## config.mk

```make
export PLATFORM = sky130hd
export DESIGN_NAME = md5_stream_hasher
export DESIGN_NICKNAME = d
export VERILOG_FILES = /design/src/hdl/md5sh_pkg.sv /design/src/hdl/md5sh_ram.sv /design/src/hdl/md5sh_round.sv /design/src/hdl/md5_stream_hasher.sv
export SDC_FILE = /design/constraint.sdc
export NUM_CORES = 2
export LEC_CHECK = 0
export BUFFER_PORTS_ARGS = -buffer_cell sky130_fd_sc_hd__buf_2
export CELL_PAD_IN_SITES_DETAIL_PLACEMENT = 0
export CELL_PAD_IN_SITES_GLOBAL_PLACEMENT = 1
export CORE_MARGIN = 8
export CORE_UTILIZATION = 29
export CTS_CLUSTER_SIZE = 10
export DETAILED_ROUTE_END_ITERATION = 8
export GPL_TIMING_DRIVEN = 0
export HOLD_SLACK_MARGIN = 0.02
export PLACE_DENSITY = 0.47
export RECOVER_POWER = 25
export SLEW_MARGIN = 30
export SYNTH_ARGS = -nofsm -noshare
export SYNTH_HDL_FRONTEND = slang
export SYNTH_HIERARCHICAL = 1
export SYNTH_SLANG_ARGS = --single-unit
```

## constraint.sdc

```tcl
create_clock -name clk -period 12.9 [get_ports clk]
set_clock_uncertainty 0.1 [all_clocks]
set_input_delay 2.58 -clock clk [delete_from_list [all_inputs] [get_ports clk]]
set_output_delay 2.58 -clock clk [all_outputs]
set_load 0.02 [all_outputs]
```

## src/hdl/md5sh_pkg.sv

```systemverilog
`timescale 1ns / 1ps
// ----------------------------------------------------------------------------
// md5sh_pkg
// Shared types, constants and step functions of the streaming MD5 hasher.
// ----------------------------------------------------------------------------
package md5sh_pkg;

    localparam int LENGTH_COUNT_BITS_DEF = 64;
    localparam int BLOCK_WORDS           = 16;
    localparam int BLOCK_ADDR_W          = $clog2(BLOCK_WORDS);
    localparam int STEPS                 = 64;
    localparam int STEP_W                = $clog2(STEPS);

    localparam logic [31:0] CHAIN_INIT_A = 32'h67452301;
    localparam logic [31:0] CHAIN_INIT_B = 32'hefcdab89;
    localparam logic [31:0] CHAIN_INIT_C = 32'h98badcfe;
    localparam logic [31:0] CHAIN_INIT_D = 32'h10325476;
    localparam logic [7:0]  PAD_MARK     = 8'h80;

    typedef enum logic [2:0] {
        ST_IDLE,
        ST_PAD_HEAD,
        ST_PAD_FILL,
        ST_PRIME,
        ST_ROUND,
        ST_FOLD,
        ST_OUT
    } state_t;

    typedef logic [31:0] word_t;

    function automatic word_t step_const(input logic [STEP_W-1:0] k);
        word_t c;
        unique case (k)
            6'd0:  c = 32'hd76aa478;  6'd1:  c = 32'he8c7b756;
            6'd2:  c = 32'h242070db;  6'd3:  c = 32'hc1bdceee;
            6'd4:  c = 32'hf57c0faf;  6'd5:  c = 32'h4787c62a;
            6'd6:  c = 32'ha8304613;  6'd7:  c = 32'hfd469501;
            6'd8:  c = 32'h698098d8;  6'd9:  c = 32'h8b44f7af;
            6'd10: c = 32'hffff5bb1;  6'd11: c = 32'h895cd7be;
            6'd12: c = 32'h6b901122;  6'd13: c = 32'hfd987193;
            6'd14: c = 32'ha679438e;  6'd15: c = 32'h49b40821;
            6'd16: c = 32'hf61e2562;  6'd17: c = 32'hc040b340;
            6'd18: c = 32'h265e5a51;  6'd19: c = 32'he9b6c7aa;
            6'd20: c = 32'hd62f105d;  6'd21: c = 32'h02441453;
            6'd22: c = 32'hd8a1e681;  6'd23: c = 32'he7d3fbc8;
            6'd24: c = 32'h21e1cde6;  6'd25: c = 32'hc33707d6;
            6'd26: c = 32'hf4d50d87;  6'd27: c = 32'h455a14ed;
            6'd28: c = 32'ha9e3e905;  6'd29: c = 32'hfcefa3f8;
            6'd30: c = 32'h676f02d9;  6'd31: c = 32'h8d2a4c8a;
            6'd32: c = 32'hfffa3942;  6'd33: c = 32'h8771f681;
            6'd34: c = 32'h6d9d6122;  6'd35: c = 32'hfde5380c;
            6'd36: c = 32'ha4beea44;  6'd37: c = 32'h4bdecfa9;
            6'd38: c = 32'hf6bb4b60;  6'd39: c = 32'hbebfbc70;
            6'd40: c = 32'h289b7ec6;  6'd41: c = 32'heaa127fa;
            6'd42: c = 32'hd4ef3085;  6'd43: c = 32'h04881d05;
            6'd44: c = 32'hd9d4d039;  6'd45: c = 32'he6db99e5;
            6'd46: c = 32'h1fa27cf8;  6'd47: c = 32'hc4ac5665;
            6'd48: c = 32'hf4292244;  6'd49: c = 32'h432aff97;
            6'd50: c = 32'hab9423a7;  6'd51: c = 32'hfc93a039;
            6'd52: c = 32'h655b59c3;  6'd53: c = 32'h8f0ccc92;
            6'd54: c = 32'hffeff47d;  6'd55: c = 32'h85845dd1;
            6'd56: c = 32'h6fa87e4f;  6'd57: c = 32'hfe2ce6e0;
            6'd58: c = 32'ha3014314;  6'd59: c = 32'h4e0811a1;
            6'd60: c = 32'hf7537e82;  6'd61: c = 32'hbd3af235;
            6'd62: c = 32'h2ad7d2bb;  6'd63: c = 32'heb86d391;
            default: c = 32'h0;
        endcase
        return c;
    endfunction

    function automatic logic [4:0] rot_amount(input logic [STEP_W-1:0] k);
        logic [4:0] s;
        unique case ({k[5:4], k[1:0]})
            4'd0:  s = 5'd7;   4'd1:  s = 5'd12;  4'd2:  s = 5'd17;  4'd3:  s = 5'd22;
            4'd4:  s = 5'd5;   4'd5:  s = 5'd9;   4'd6:  s = 5'd14;  4'd7:  s = 5'd20;
            4'd8:  s = 5'd4;   4'd9:  s = 5'd11;  4'd10: s = 5'd16;  4'd11: s = 5'd23;
            4'd12: s = 5'd6;   4'd13: s = 5'd10;  4'd14: s = 5'd15;  4'd15: s = 5'd21;
            default: s = 5'd0;
        endcase
        return s;
    endfunction

    // message word taken by step k
    function automatic logic [BLOCK_ADDR_W-1:0] msg_index(input logic [STEP_W-1:0] k);
        logic [BLOCK_ADDR_W-1:0] lo;
        logic [BLOCK_ADDR_W-1:0] g;
        lo = k[BLOCK_ADDR_W-1:0];
        unique case (k[5:4])
            2'd0: g = lo;
            2'd1: g = BLOCK_ADDR_W'(5 * lo + 1);
            2'd2: g = BLOCK_ADDR_W'(3 * lo + 5);
            2'd3: g = BLOCK_ADDR_W'(7 * lo);
            default: g = lo;
        endcase
        return g;
    endfunction

    // bytes below pos from the partial word, pos gets the new byte, zeros above
    function automatic word_t merge_word(input logic [23:0] acc, input logic [7:0] bt,
                                         input logic [1:0] pos);
        word_t w;
        unique case (pos)
            2'd0: w = {24'h0, bt};
            2'd1: w = {16'h0, bt, acc[7:0]};
            2'd2: w = {8'h0, bt, acc[15:0]};
            2'd3: w = {bt, acc[23:0]};
            default: w = 32'h0;
        endcase
        return w;
    endfunction

    function automatic word_t byte_swap(input word_t x);
        return {x[7:0], x[15:8], x[23:16], x[31:24]};
    endfunction

endpackage

```

## src/hdl/md5sh_ram.sv

```systemverilog
`timescale 1ns / 1ps
// ----------------------------------------------------------------------------
// md5sh_ram
// Generic single-write, single-read RAM with registered read data.
// ----------------------------------------------------------------------------
module md5sh_ram #(
    parameter int WIDTH  = 32,
    parameter int DEPTH  = 16,
    parameter int ADDR_W = $clog2(DEPTH)
) (
    input  logic              clk,
    input  logic              we,
    input  logic [ADDR_W-1:0] waddr,
    input  logic [WIDTH-1:0]  wdata,
    input  logic [ADDR_W-1:0] raddr,
    output logic [WIDTH-1:0]  rdata
);

    logic [WIDTH-1:0] mem [DEPTH];

    always_ff @(posedge clk)
    begin
        if (we)
        begin
            mem[waddr] <= wdata;
        end
        rdata <= mem[raddr];
    end

endmodule

```

## src/hdl/md5sh_round.sv

```systemverilog
`timescale 1ns / 1ps
// ----------------------------------------------------------------------------
// md5sh_round
// One MD5 step: mixing function, constant add, rotate and word shuffle.
// ----------------------------------------------------------------------------
module md5sh_round
    import md5sh_pkg::*;
(
    input  logic [STEP_W-1:0] step,
    input  word_t             a_in,
    input  word_t             b_in,
    input  word_t             c_in,
    input  word_t             d_in,
    input  word_t             msg,
    output word_t             a_out,
    output word_t             b_out,
    output word_t             c_out,
    output word_t             d_out
);

    word_t       mix;
    word_t       sum;
    logic [63:0] rot_wide;

    always_comb
    begin
        unique case (step[5:4])
            2'd0: mix = (b_in & c_in) | (~b_in & d_in);
            2'd1: mix = (b_in & d_in) | (c_in & ~d_in);
            2'd2: mix = b_in ^ c_in ^ d_in;
            2'd3: mix = c_in ^ (b_in | ~d_in);
            default: mix = 32'h0;
        endcase
    end

    assign sum      = a_in + mix + msg + step_const(step);
    assign rot_wide = {sum, sum} << rot_amount(step);

    assign a_out = d_in;
    assign b_out = b_in + rot_wide[63:32];
    assign c_out = b_in;
    assign d_out = c_in;

endmodule

```

## src/hdl/md5_stream_hasher.sv

```systemverilog
`timescale 1ns / 1ps
// ----------------------------------------------------------------------------
// md5_stream_hasher
// Byte-stream MD5: block words in a RAM, one step per cycle, four digest words.
// ----------------------------------------------------------------------------
// a byte without block completion leaves the hasher ready for the next byte;
// each 64-byte block then costs a read prime, 64 steps bound by the single
// block RAM read port and a chaining add; the last item adds the padding
// writes (up to 18), one or two compressions and four output transactions
// reset (async, active low) loads the initial chaining words, clears the
// bit count and returns to idle; block RAM contents are not cleared
module md5_stream_hasher
    import md5sh_pkg::*;
#(
    parameter int LENGTH_COUNT_BITS = LENGTH_COUNT_BITS_DEF
) (
    input  logic        clk,
    input  logic        rst_n,
    input  logic        s_axis_tvalid,
    output logic        s_axis_tready,
    input  logic [7:0]  s_axis_tdata,   // [7:0] data_byte
    input  logic        s_axis_tlast,   // is_last
    input  logic        s_axis_tuser,   // [0] no_byte
    output logic        m_axis_tvalid,
    input  logic        m_axis_tready,
    output logic [39:0] m_axis_tdata,   // [31:0] digest_word, [33:32] word_index, zero fill
    output logic        m_axis_tlast    // last_word
);

    state_t state_reg, state_next;
    word_t  chain_reg [4];
    word_t  chain_next [4];
    word_t  round_reg [4];
    word_t  round_next [4];
    logic [LENGTH_COUNT_BITS-1:0] count_reg, count_next;
    logic [23:0]             acc_reg, acc_next;
    logic [STEP_W-1:0]       step_reg, step_next;
    logic [BLOCK_ADDR_W-1:0] fill_reg, fill_next;
    logic [1:0]              idx_reg, idx_next;
    logic pad_pending_reg, pad_pending_next;
    logic pad_active_reg, pad_active_next;
    logic pad_two_reg, pad_two_next;

    logic                    ram_we;
    logic [BLOCK_ADDR_W-1:0] ram_waddr;
    word_t                   ram_wdata;
    logic [BLOCK_ADDR_W-1:0] ram_raddr;
    word_t                   ram_rdata;

    word_t       step_a, step_b, step_c, step_d;
    logic [63:0] len_ext;
    logic [5:0]  pos;
    logic        in_fire;
    logic        out_fire;

    md5sh_ram #(
        .WIDTH (32),
        .DEPTH (BLOCK_WORDS)
    ) u_block_ram (
        .clk   (clk),
        .we    (ram_we),
        .waddr (ram_waddr),
        .wdata (ram_wdata),
        .raddr (ram_raddr),
        .rdata (ram_rdata)
    );

    md5sh_round u_round (
        .step  (step_reg),
        .a_in  (round_reg[0]),
        .b_in  (round_reg[1]),
        .c_in  (round_reg[2]),
        .d_in  (round_reg[3]),
        .msg   (ram_rdata),
        .a_out (step_a),
        .b_out (step_b),
        .c_out (step_c),
        .d_out (step_d)
    );

    assign len_ext  = 64'(count_reg);
    assign pos      = count_reg[8:3];
    assign in_fire  = s_axis_tvalid && s_axis_tready;
    assign out_fire = m_axis_tvalid && m_axis_tready;

    assign s_axis_tready = (state_reg == ST_IDLE);
    assign m_axis_tvalid = (state_reg == ST_OUT);
    assign m_axis_tdata  = {6'h0, idx_reg, byte_swap(chain_reg[idx_reg])};
    assign m_axis_tlast  = (idx_reg == 2'd3);

    always_ff @(posedge clk or negedge rst_n)
    begin
        if (!rst_n)
        begin
            state_reg       <= ST_IDLE;
            chain_reg[0]    <= CHAIN_INIT_A;
            chain_reg[1]    <= CHAIN_INIT_B;
            chain_reg[2]    <= CHAIN_INIT_C;
            chain_reg[3]    <= CHAIN_INIT_D;
            round_reg[0]    <= '0;
            round_reg[1]    <= '0;
            round_reg[2]    <= '0;
            round_reg[3]    <= '0;
            count_reg       <= '0;
            step_reg        <= '0;
            fill_reg        <= '0;
            idx_reg         <= '0;
            pad_pending_reg <= 1'b0;
            pad_active_reg  <= 1'b0;
            pad_two_reg     <= 1'b0;
        end
        else
        begin
            state_reg       <= state_next;
            chain_reg       <= chain_next;
            round_reg       <= round_next;
            count_reg       <= count_next;
            step_reg        <= step_next;
            fill_reg        <= fill_next;
            idx_reg         <= idx_next;
            pad_pending_reg <= pad_pending_next;
            pad_active_reg  <= pad_active_next;
            pad_two_reg     <= pad_two_next;
        end
    end

    // partial word is payload only
    always_ff @(posedge clk)
    begin
        acc_reg <= acc_next;
    end

    always_comb
    begin
        state_next       = state_reg;
        chain_next       = chain_reg;
        round_next       = round_reg;
        count_next       = count_reg;
        acc_next         = acc_reg;
        step_next        = step_reg;
        fill_next        = fill_reg;
        idx_next         = idx_reg;
        pad_pending_next = pad_pending_reg;
        pad_active_next  = pad_active_reg;
        pad_two_next     = pad_two_reg;
        ram_we           = 1'b0;
        ram_waddr        = pos[5:2];
        ram_wdata        = merge_word(acc_reg, s_axis_tdata, pos[1:0]);
        ram_raddr        = msg_index(step_reg + 1'b1);

        unique case (state_reg)
            ST_IDLE:
            begin
                if (in_fire)
                begin
                    pad_pending_next = s_axis_tlast;
                    if (!s_axis_tuser)
                    begin
                        ram_we     = 1'b1;
                        acc_next   = ram_wdata[23:0];
                        count_next = count_reg + LENGTH_COUNT_BITS'(8);
                        if (pos == 6'd63)
                        begin
                            state_next = ST_PRIME;
                        end
                        else if (s_axis_tlast)
                        begin
                            state_next = ST_PAD_HEAD;
                        end
                    end
                    else if (s_axis_tlast)
                    begin
                        state_next = ST_PAD_HEAD;
                    end
                end
            end

            ST_PAD_HEAD:
            begin
                ram_we           = 1'b1;
                ram_wdata        = merge_word(acc_reg, PAD_MARK, pos[1:0]);
                pad_active_next  = 1'b1;
                pad_pending_next = 1'b0;
                // no room for the length in this block
                pad_two_next     = (pos[5:3] == 3'd7);
                fill_next        = pos[5:2] + 1'b1;
                state_next       = (pos[5:2] == 4'd15) ? ST_PRIME : ST_PAD_FILL;
            end

            ST_PAD_FILL:
            begin
                ram_we    = 1'b1;
                ram_waddr = fill_reg;
                if (!pad_two_reg && fill_reg == 4'd14)
                begin
                    ram_wdata = len_ext[31:0];
                end
                else if (!pad_two_reg && fill_reg == 4'd15)
                begin
                    ram_wdata = len_ext[63:32];
                end
                else
                begin
                    ram_wdata = '0;
                end
                fill_next = fill_reg + 1'b1;
                if (fill_reg == 4'd15)
                begin
                    state_next = ST_PRIME;
                end
            end

            ST_PRIME:
            begin
                ram_raddr  = msg_index('0);
                round_next = chain_reg;
                step_next  = '0;
                state_next = ST_ROUND;
            end

            ST_ROUND:
            begin
                round_next[0] = step_a;
                round_next[1] = step_b;
                round_next[2] = step_c;
                round_next[3] = step_d;
                step_next     = step_reg + 1'b1;
                if (step_reg == STEP_W'(STEPS - 1))
                begin
                    state_next = ST_FOLD;
                end
            end

            ST_FOLD:
            begin
                for (int i = 0; i < 4; i++)
                begin
                    chain_next[i] = chain_reg[i] + round_reg[i];
                end
                if (pad_active_reg)
                begin
                    if (pad_two_reg)
                    begin
                        pad_two_next = 1'b0;
                        fill_next    = '0;
                        state_next   = ST_PAD_FILL;
                    end
                    else
                    begin
                        idx_next   = '0;
                        state_next = ST_OUT;
                    end
                end
                else
                begin
                    state_next = pad_pending_reg ? ST_PAD_HEAD : ST_IDLE;
                end
            end

            ST_OUT:
            begin
                if (out_fire)
                begin
                    idx_next = idx_reg + 1'b1;
                    if (idx_reg == 2'd3)
                    begin
                        chain_next[0]   = CHAIN_INIT_A;
                        chain_next[1]   = CHAIN_INIT_B;
                        chain_next[2]   = CHAIN_INIT_C;
                        chain_next[3]   = CHAIN_INIT_D;
                        count_next      = '0;
                        pad_active_next = 1'b0;
                        state_next      = ST_IDLE;
                    end
                end
            end

            default:
            begin
                state_next = ST_IDLE;
            end
        endcase
    end

    // a fold always follows the last of the 64 steps
    a_fold_after_rounds: assert property (@(posedge clk) disable iff (!rst_n)
        (state_reg == ST_FOLD) |->
            ($past(state_reg) == ST_ROUND && $past(step_reg) == STEP_W'(STEPS - 1)))
        else $error("fold entered without completing the steps");

    // no block writes while a compression reads the RAM
    a_no_write_in_compress: assert property (@(posedge clk) disable iff (!rst_n)
        (state_reg == ST_PRIME || state_reg == ST_ROUND || state_reg == ST_FOLD)
            |-> !ram_we)
        else $error("block RAM written during compression");

    // digest delivery restarts the chaining state
    a_restart_after_digest: assert property (@(posedge clk) disable iff (!rst_n)
        (out_fire && m_axis_tlast) |=>
            (count_reg == '0 && chain_reg[0] == CHAIN_INIT_A && state_reg == ST_IDLE))
        else $error("chaining state not restarted after digest");

    // results only come out of a padded message
    a_out_needs_pad: assert property (@(posedge clk) disable iff (!rst_n)
        m_axis_tvalid |-> (pad_active_reg && !pad_two_reg))
        else $error("digest presented before padding finished");

endmodule

```

==> results.ini <==
[sta]
finalSetupTns_ns = 0
grt_setup_unrepaired = no
setup_ws_ns = 0.622
clock.fmax_mhz = 81.4
slew_headroom = -1.70
tightest_slew_ns = 4.05
fin_crit_ns = 12.28
setup_viol = 0
whs_ns = 0.411
drv_slew = 195
hold_viol = 0
finalCritPeriodShare = 0.952

[synth]
yosys_register_bits = 903
avgSynthCellArea_um2 = 10.4
yosysTopAreaCellShare = 0.288
syn_inst = 5365
ys_top_cells_by_area = edfxtp_1 29%, dfrtp_1 12%, mux4_2 6.8%
ys.flop_type = edfxtp_1
syn-cell-area_um2 = 55900
synth_top_area_cell = edfxtp_1
synth-seq-area-share = 0.451
synth_cell_type_count = 110
synth_edf_count = 536
synth-warning-count = 6
async_reset_ff_frac = 0.371

[outcome]
violations = capacitance limit, slew limit
status = finished with violations

[grt]
grt_pass1_wl_mm = 348
gr-total-overflow = 0
antenna_found_initial = 16
grt_max_degree = 67
grt_usage = 0.234
grt_pass1_vias = 45279

[critical_path]
slowest_stage = o22ai_1
critPathKind = flop to flop
end_kind = flop
required_ns = 13.41
cpMostUsedCell = clkbuf_1
critPathMaxStageDelay_ns = 0.67
cp.arrival_ns = 12.78
path_max_fanout = 10
cp-start-kind = flop
reg2reg_slack_ns = 0.62

[clock_tree]
cts.sinks = 903
path_clk_slew_ns = 0.06
clock_latency_ns = 0.78
cts_root_buf = clkbuf_16
cts_tree = done
htree_levels = 3
cts_made_buffers = 111
hold_buffers = 0
postCtsSetupRepairBufs = 0
cts_buffer_depth = 3
cts_resized = 5

[detailed_routing]
routed_via_density = 5.49
first_pass_iters = 6
dr_total_vias = 45247
postRouteAntennaNets = 0
drtIter0Drc = 4106
drc = 0
avgRoutedWirePerCell_um = 30.0
wl_mm = 247

[layout]
final_cell_mix = 628 x nand2_1, 536 x edfxtp_1, 394 x a21oi_1
area_delta_synth_final_pct = 15.4
layout-drive-gt1-share = 0.142
multi_input_area_um2 = 28000
fin_nets = 5921
fillerInstances = 19613
postLayoutCellArea_um2 = 64500
final_common_cell = nand2_1
post-route-util = 0.336
largest_reg_flops = 512
regArea_um2 = 25200

[power_and_ir_drop]
vdd.ir_drop.worst_uv = 113
cellLeakagePower_nw = 24.6
power.density_nw_per_um2 = 95.0

[job]
maxCapViolCount = 6

[floorplan]
row_count = 161
dieWidth_um = 455
fp.coreArea_um2 = 192000
io_pins = 57
start_util = 0.291
die_y_um = 455
die_area_um2 = 207000

[placed_design]
dpl_cell_area_um2 = 61200
numPortBuffers = 50
pre_cts_ws_ns = -0.458
dp_hpwl_mm = 191
place_congestion = 0.939

[hold_path]
hold_class = flop to flop

stage by stage:
step | std cells | power (mW)
global route | 8234 | 6.32
global placement | 7946 | 3.14
CTS | 8236 | 6.22
detailed placement | 8035 | 3.15
finish | 8238 | 6.12
floorplan | 5370 | 3.11
cells in the mapped netlist (19+ instances only):
cell      number
nand2_1      628
edfxtp_1     536
a21oi_1      394
nor2_1       367
o21ai_0      314
dfrtp_1      271
inv_1        232
clkbuf_1     220
ha_1         220
a22oi_1      207
mux4_2       169
nor3_1       158
xor2_1       136
xnor2_1      119
buf_4        115
nand3_1       93
a21o_1        90
mux2i_1       90
fa_1          67
dfstp_2       64
a211oi_1      52
o22ai_1       47
buf_1         45
a31oi_1       41
a221oi_1      36
or3_1         34
a22o_1        32
dfxtp_1       32
nand2b_1      32
o21bai_1      32
o211ai_1      31
and3_1        30
a32oi_1       27
o21a_1        27
nand4_1       26
nor2b_1       24
and2_1        23
buf_2         20
or2_2         20
o31ai_1       19
worst max-delay path, delay by kind of cell, from the launching register on:
family                   cells  cell delay [ns]
AO/OA/AOI/OAI               18             5.60
XOR/XNOR                     1             0.46
adder cells (fa/ha/maj)      4             1.75
buffers and inverters        6             2.69
flip-flops                   1             0.41
multiplexers                 1             0.37
AND/OR/NAND/NOR              6             0.68
report_power, final:
group          internal [mW]  leakage, nW  switching, mW
registers               3.05         8.55              0
logic                0.00792         14.3         0.0364
clock network           1.74         1.68           1.30
worst paths after layout:
kind                       cells after the start      startpoint              to
min                                            2  round_reg[123]  round_reg[123]
max                                           36     step_reg[5]   round_reg[95]
min in group asynchronous                      1           rst_n   count_reg[36]
min reg2reg                                    2  round_reg[123]  round_reg[123]
max in group asynchronous                      3           rst_n   round_reg[14]
max reg2reg                                   36     step_reg[5]   round_reg[95]
final cells by class:
cell class                      count  share of cell area
Timing Repair Buffer              139              0.0257
Buffer                            403              0.0318
Clock buffer                      180              0.0499
Inverter                          238              0.0139
Tap cell                         2526              0.0490
Multi-Input combinational cell   3824               0.435
Clock inverter                     21             0.00400
Antenna cell                        4            0.000155
Sequential cell                   903               0.391
cell families after synthesis:
| kind of cell | count (synthesis) | share of synthesized area |
|---|---|---|
| XOR/XNOR | 257 | 0.0408 |
| multiplexers | 275 | 0.0875 |
| AO/OA/AOI/OAI | 1514 | 0.176 |
| other | 1 | 0.0000671 |
| AND/OR/NAND/NOR | 1484 | 0.119 |
| flip-flops | 903 | 0.451 |
| buffers and inverters | 643 | 0.0517 |
| adder cells (fa/ha/maj) | 288 | 0.0734 |
layer usage:
layer / GRT usage / up-vias / share of wire
met5: 0 / - / 0
met4: 0.0902 / 0 / 0.044
met3: 0.0302 / 394 / 0.049
met2: 0.395 / 1489 / 0.48
li1: - / 20393 / -
met1: 0.305 / 22971 / 0.43
Power figures use the tool's default switching activity.
